`src/rtl/pste_pkg.sv`:
```
package pste_pkg;

  localparam int MAX_SEGMENTS_DEF = 16;
  localparam int AXES             = 3;
  localparam int COEFFS           = 8;
  localparam int BOUND_ORDERS     = 4;
  localparam int BND_HALF         = BOUND_ORDERS * AXES;
  localparam int BND_DEPTH        = 2 * BND_HALF;
  localparam int VAL_W            = 32;
  localparam int DIV_W            = 64;
  localparam int DVS_W            = 31;
  localparam int TOT_W            = 36;

  typedef enum logic [1:0] {
    OP_COEF = 2'd0,
    OP_DUR  = 2'd1,
    OP_BND  = 2'd2,
    OP_EVAL = 2'd3
  } op_t;

  localparam logic [1:0] ST_OK       = 2'd0;
  localparam logic [1:0] ST_BAD_IDX  = 2'd1;
  localparam logic [1:0] ST_ZERO_DUR = 2'd2;
  localparam logic [1:0] ST_SAT      = 2'd3;

  // falling factorial p*(p-1)*...*(p-k+1), k <= p <= 7
  function automatic logic [12:0] fall(input logic [2:0] p, input logic [2:0] k);
    logic [12:0] r;
    r = 13'd1;
    for (int i = 0; i < 7; i++) begin
      if (i < int'(k)) r = 13'(r * 13'(int'(p) - i));
    end
    return r;
  endfunction

endpackage

```
`src/rtl/pste_div.sv`:
```
module pste_div (
  input  logic                          clk,
  input  logic                          rst_n,
  input  logic                          start,
  input  logic [pste_pkg::DIV_W-1:0]    dividend,
  input  logic [pste_pkg::DVS_W-1:0]    divisor,
  output logic                          busy,
  output logic                          done,
  output logic [pste_pkg::DIV_W-1:0]    quotient
);
  import pste_pkg::*;

  localparam int CW = $clog2(DIV_W + 1);

  logic [DIV_W-1:0] quo_r;
  logic [DVS_W-1:0] rem_r;
  logic [DVS_W-1:0] dvs_r;
  logic [CW-1:0]    cnt_r;
  logic             busy_r;
  logic             done_r;
  logic [DVS_W:0]   trial;
  logic             qbit;
  logic [DVS_W-1:0] rem_nxt;

  // restoring division, one quotient bit per cycle
  always_comb begin
    trial   = {rem_r, quo_r[DIV_W-1]};
    qbit    = (trial >= {1'b0, dvs_r});
    rem_nxt = qbit ? DVS_W'(trial - {1'b0, dvs_r}) : trial[DVS_W-1:0];
  end

  always_ff @(posedge clk) begin
    if (!rst_n) begin
      busy_r <= 1'b0;
      done_r <= 1'b0;
      cnt_r  <= '0;
    end else begin
      done_r <= 1'b0;
      if (start) begin
        busy_r <= 1'b1;
        cnt_r  <= CW'(DIV_W);
      end else if (busy_r) begin
        cnt_r <= cnt_r - CW'(1);
        if (cnt_r == CW'(1)) begin
          busy_r <= 1'b0;
          done_r <= 1'b1;
        end
      end
    end
  end

  always_ff @(posedge clk) begin
    if (start) begin
      quo_r <= dividend;
      rem_r <= '0;
      dvs_r <= divisor;
    end else if (busy_r) begin
      rem_r <= rem_nxt;
      quo_r <= {quo_r[DIV_W-2:0], qbit};
    end
  end

  assign busy     = busy_r;
  assign done     = done_r;
  assign quotient = quo_r;

endmodule

```
`config.mk`:
```
export PLATFORM = sky130hd
export DESIGN_NAME = pste_div
export DESIGN_NICKNAME = d
export VERILOG_FILES = /design/src/rtl/pste_pkg.sv /design/src/rtl/pste_div.sv
export SDC_FILE = /design/constraint.sdc
export NUM_CORES = 1
export LEC_CHECK = 0
export ABC_AREA = 0
export BUFFER_PORTS_ARGS = -buffer_cell sky130_fd_sc_hd__buf_4
export CAP_MARGIN = 10
export CORE_UTILIZATION = 50
export CTS_CLUSTER_DIAMETER = 60
export DETAILED_ROUTE_END_ITERATION = 12
export PLACE_DENSITY_LB_ADDON = 0.25
export SLEW_MARGIN = 30
export SYNTH_ARGS = -nofsm -noshare
export SYNTH_HDL_FRONTEND = slang
export SYNTH_SLANG_ARGS = --single-unit
```
`constraint.sdc`:
```
create_clock -name clk -period 3.48 [get_ports clk]
set_input_delay 0.696 -clock clk [delete_from_list [all_inputs] [get_ports clk]]
set_output_delay 0.696 -clock clk [all_outputs]
set_load 0.05 [all_outputs]
```
==> results of run 1 <==
-- power breakdown --
group,switching [mW],internal [mW]
logic,0.836,0.537
clock network,0.720,0.988
registers,0.0915,1.90
total,1.65,3.43
-- metrics by stage --
| stage | hold WS (ns) | instances |
|---|---|---|
| 2_1_floorplan | 0.4428 | 653 |
| 3_3_place_gp | 0.4568 | 971 |
| 3_5_place_dp | 0.4708 | 971 |
| 4_1_cts | 0.4218 | 1003 |
| 5_1_grt | 0.4207 | 1003 |
| 6_report | 0.4435 | 1003 |
-- cells by family after synthesis --
logic type	Yosys count	synth area share, %
xor+xnor	28	3.370
simple gates	149	9.783
buf+inv	74	4.161
mux	90	13.51
compound gates	143	13.02
flops	135	50.21
fa+ha+maj	34	5.949
-- cell usage in the layout (no fill, tap or decap), types with 3 or more instances in the layout --
cell type	count
xnor2_1	14
buf_4	171
a21oi_1	37
clkinv_1	3
nor3b_1	4
inv_6	6
a211oi_1	23
and3_1	3
nand2b_1	3
nand4_1	10
ha_1	33
clkbuf_16	17
o211ai_1	5
o31ai_1	3
nor2b_1	7
a21o_1	12
nand3_1	9
edfxtp_1	95
o21ai_1	13
o21a_1	7
mux2_2	64
inv_1	40
nor2_1	52
mux2i_1	24
xor2_1	14
nor3_1	11
nand2_1	38
a41oi_1	3
o21ai_0	17
a31oi_1	4
and2_1	3
dfxtp_1	40
-- per-layer routing --
| metal | wire (um) | GRT usage (%) | up-vias |
|---|---|---|---|
| met5 | 0 | 0 | - |
| met1 | 7149 | 28.10 | 2626 |
| met3 | 1375 | 9.340 | 20 |
| met4 | 172 | 7.012 | 0 |
| li1 | - | - | 2720 |
| met2 | 8287 | 38.73 | 193 |
-- final timing paths --
| check | cells after the start | slack, ns | end |
|---|---|---|---|
| worst max-delay path | 13 | 0.46 | rem_r[26] |
| worst min-delay path | 1 | 0.44 | dvs_r[0] |
| worst max register to register | 13 | 0.46 | rem_r[26] |
| worst min register to register | 2 | 0.48 | rem_r[1] |
-- area by class of cell --
cell class	count	area share, %
clock inverter	14	1.348
inverter	41	1.675
clock buffer	18	4.670
sequential	135	39.75
tap	180	2.451
multi-input combinational	444	36.13
timing repair buffer	171	13.97
-- sequential cells by signal, indices dropped and copies added (netlist names) --
register,count
quotient,64
cnt_r,7
busy,1
rem_r,31
dvs_r,31
done,1
-- worst max-delay path: stages, from the launching register on --
cell and delay [ns]:
edfxtp_1 0.37, inv_1 0.05, ha_1 0.21, fa_1 0.40, nor2b_1 0.18, o31a_1 0.20
o211ai_1 0.11, nand2_1 0.15, a41oi_1 0.09, o21ai_4 0.38, buf_4 0.35, nor2_1 0.09
a41oi_1 0.19, a211oi_1 0.09
==> flow_summary.ini, run 1 <==
[outcome]
status = finished, final reports clean

[routing]
dr.pass1.iters = 5
route.vias.total = 5559
postRouteAntennaNets = 0
first_iter_violations = 406
wl_mm = 16.98
drc = 0
viasPerCell = 5.542
wl_per_cell_um = 16.93

[timing]
slew_violations = 0
relSlewSlack_pct = 45.38
setup_violations = 0
finalCriticalPeriod_ns = 3.023
rsz0062_at_grt = false
report.final.hold_viol_count = 0
fin_ws_ns = 0.4568
fin_tns_setup_ns = 0
tightest_slew_ns = 0.8193
max_freq_ghz = 0.3308
skew_ns = 0.01143
finalCritPeriodShare_pct = 86.87

[final_layout]
final_nets = 942
nFillCells = 1049
utilization_pct = 65.45
num_antenna_cells = 0
layout-drive-gt1-share_pct = 33.41
multi_input_area_um2 = 3321
seqCellArea_um2 = 3654
synthToLayoutAreaGrowth_pct = 26.29
final_cell_area_um2 = 9190

[floorplan]
die_h_um = 122.6
initial_utilization_pct = 51.82
die_w_um = 122.6
ios = 164
fp.coreArea_um2 = 14040
dieArea_um2 = 15040
fp-row-count = 43

[cts]
ctsResizeCount = 0
cts.sinks = 135
cts_buffers = 17
cts_tree = yes
clk_path_buf_depth = 2
clk_latency_ns = 0.43
htreeDepth = 4
cts.clk_slew.worst_paths_ns = 0.06
root_buffer = clkbuf_16
cts_setup_buffers = 0
cts_hold_buf = 0

[critical_path]
r2r_start = quotient[63]
critical_path.startpoint_type = flop
worstPathArrival_ns = 3.31
critPathMaxFanout = 16
crit_start = quotient[63]
critPathKind = reg2reg
worst_ep_required_time_ns = 3.76
cp-end-kind = flop

[synthesis]
synth_top_area_share_pct = 39.20
yosysTopAreaCell = edfxtp_1
ys_seq_elements = 135
postSynthAreaPerCell_um2 = 11.14
yosysWarningCount = 0
synthMostInstantiatedCell = edfxtp_1
yosys-top-cells-count = edfxtp_1 (95), mux2_2 (64), nor2_1 (52), inv_1 (41), dfxtp_1 (40)
synth_edf_count = 95
async_reset_ff_share_pct = 0
synth_nets = 785
synth.distinct_cells = 59
netlist_area_um2 = 7277
syn_inst = 653
synth_flop_cell = edfxtp_1
yosys-top-cells-area = edfxtp_1 (39%), dfxtp_1 (11%), mux2_2 (9.9%)
seq_area_frac_synth_pct = 50.21

[pwr]
power_density_nw_per_um2 = 552.1
ir_drop_mv = 0.3522
leakagePower_nw = 3.840
power_mw = 5.074

[global_route]
grt_max_degree = 64
antenna_found_initial = 0
grt_overflow = 0
grt_use_total_pct = 23.49
grt_pass1_wl_mm = 27.03
grt_pass1_vias = 5603

[placement]
hpwlAfterDp_mm = 12.34
place_area_um2 = 8637
pre_cts_slack_ns = 0.4983
gp_congestion = 0.8776
io_buffers = 163

[worst_hold_path]
holdCritPathClass = in2reg
min-delay-start = divisor[0]

[flow_run]
max_cap_viol_count = 0
(Power assumes the default switching activity.)
==> run 2: changes to the inputs <==
Settings changed: CELL_PAD_IN_SITES_DETAIL_PLACEMENT set to 1, CELL_PAD_IN_SITES_GLOBAL_PLACEMENT set to 1, CORE_UTILIZATION 50 to 43.
Clock period 3.48 ns to 3.34 ns, I/O delays scaled along.
==> run 2 against run 1 <==
Clock-buffer cell count is 3 higher. Non-clock buffer count unchanged. Maximum frequency fell by 0.84%. Critical path type unchanged.
==> flow_summary.ini, run 2 (synthesis results as in run 1) <==
[routing]
route.vias.total = 5724
wl_per_cell_um = 19.04
wl_mm = 19.84
dr.pass1.iters = 4
first_iter_violations = 291
postRouteAntennaNets = 0
drc = 0
viasPerCell = 5.493

[final_layout]
final_common_cell = buf_4
num_antenna_cells = 0
most-common-layout-cells = buf_4 (167), edfxtp_1 (95), mux2_2 (64)
fin_cells = 1042
layout-drive-gt1-share_pct = 33.33
synthToLayoutAreaGrowth_pct = 27.53
largest_reg_flops = 64
final_nets = 942

[global_route]
grt_max_degree = 61
grt_use_total_pct = 23.98
antenna_found_initial = 0
grt_overflow = 0
grt_pass1_vias = 6367
grt_pass1_wl_mm = 32.84

[timing]
fin_tns_setup_ns = 0
finalCritPeriodShare_pct = 91.28
skew_ns = 0.01782
relSlewSlack_pct = 50.14
tightest_slew_ns = 0.7469
finalCriticalPeriod_ns = 3.049
setup_violations = 0
slew_violations = 0
report.final.hold_viol_count = 0
max_freq_ghz = 0.3280
rsz0062_at_grt = false

[critical_path]
worst_path_max_delay_cell = fa_1
cpPeakStageDelay_ns = 0.41
worstPathCellList = inv_1 > ha_1 > fa_1 > nor2b_1 > o31a_1 > o211ai_1 > nand2_1 > a41oi_1 > o21ai_4 > buf_12 > mux2i_1 > a211oi_1
worst_ep_required_time_ns = 3.61
cp_top_family = compound AO/OA/AOI/OAI gates
critPathKind = reg2reg
critical_path.startpoint_type = flop
cp-end-kind = flop
worstPathArrival_ns = 3.32
critPathMaxFanout = 20
crit_buf_inv = 2

[floorplan]
die_h_um = 132.1
die_w_um = 132.1
ios = 164
dieArea_um2 = 17450
initial_utilization_pct = 44.04
fp.coreArea_um2 = 16520
fp-row-count = 47

[pwr]
pwr-share-clk_pct = 33.1
leakagePower_nw = 3.845
switchingPower_mw = 1.752
swShare_pct = 32.84
seq_power_share_pct = 39.1
power_density_nw_per_um2 = 574.9
p_int_mw = 3.583
ir_drop_mv = 0.4124
comb_power_share_pct = 27.8

[placement]
io_buffers = 163
hpwlAfterDp_mm = 14.50
place_inst = 1011
gp_congestion = 0.8611

[worst_hold_path]
holdCritPathClass = in2reg

[cts]
cts_buffers = 17
ctsResizeCount = 0
htreeDepth = 4
root_buffer = clkbuf_16
clk_latency_ns = 0.44
cts_setup_buffers = 0
cts.clk_slew.worst_paths_ns = 0.06
clk_path_buf_depth = 2
cts.sinks = 135
cts_hold_buf = 0
cts_tree = yes

[flow_run]
max_cap_viol_count = 0

[outcome]
status = finished, final reports clean
run 2: cell types whose count changed in the layout (fill, tap and decap cells not counted):
cell and delta:
buf_12 +4, buf_4 -4, clkbuf_1 +3, clkinv_1 -3, clkinv_4 +4, clkinvlp_4 +1, inv_6 -6
run 2: cell type report:
cell class / count / area [um^2]
repair buffers: 171 / 1334
flip-flops and latches: 135 / 3654
well taps: 220 / 275.3
inverters: 41 / 153.9
multi-input cells: 444 / 3321
fillers: 1758 / 7244
clock buffers: 21 / 440.4
clock inverters: 10 / 102.6
run 2: through the flow:
stage | util [%] | total power, mW | worst slack, ns | hold WS (ns) | area [um^2]
after CTS | 56.16 | 5.379 | 0.2996 | 0.3906 | 9280
after global placement | 52.87 | 3.538 | 0.4245 | 0.4594 | 8737
after detailed placement | 52.87 | 3.593 | 0.3243 | 0.4758 | 8737
after floorplan | - | 3.130 | 0.4884 | 0.4428 | 7277
after global routing | 56.16 | 5.571 | 0.01753 | 0.3953 | 9280
final | 56.16 | 5.335 | 0.2911 | 0.4024 | 9280
run 2: worst reg2reg max path: cells and delay by family, from the launching register on:
family	cells	cell delay [ns]
AO/OA/AOI/OAI	5	0.96
adder cells (fa/ha/maj)	2	0.63
buffers and inverters	2	0.27
flip-flops	1	0.37
multiplexers	1	0.29
AND/OR/NAND/NOR	2	0.37
run 2: final timing paths:
path                     to  slack [ns]         start  depth (start not counted)
setup / recovery   rem_r[3]        0.29  quotient[63]                         12
hold / removal     dvs_r[5]        0.40    divisor[5]                          1
setup reg to reg   rem_r[3]        0.29  quotient[63]                         12
hold reg to reg   rem_r[17]        0.48     rem_r[17]                          2
run 2: power by group through the flow:
stage          clock network, mW  logic (mW)  registers [mW]
2_1_floorplan                  0       0.746            2.38
3_3_place_gp                   0        1.43            2.11
3_5_place_dp                   0        1.48            2.12
4_1_cts                     1.80        1.49            2.09
5_1_grt                     1.87        1.60            2.11
6_report                    1.77        1.48            2.09
run 2: metal layers:
layer	track usage [%]	share of wire, %
met5	0	0
met4	8.592	2.0
met3	8.381	7.3
met2	42.48	50
met1	26.50	40
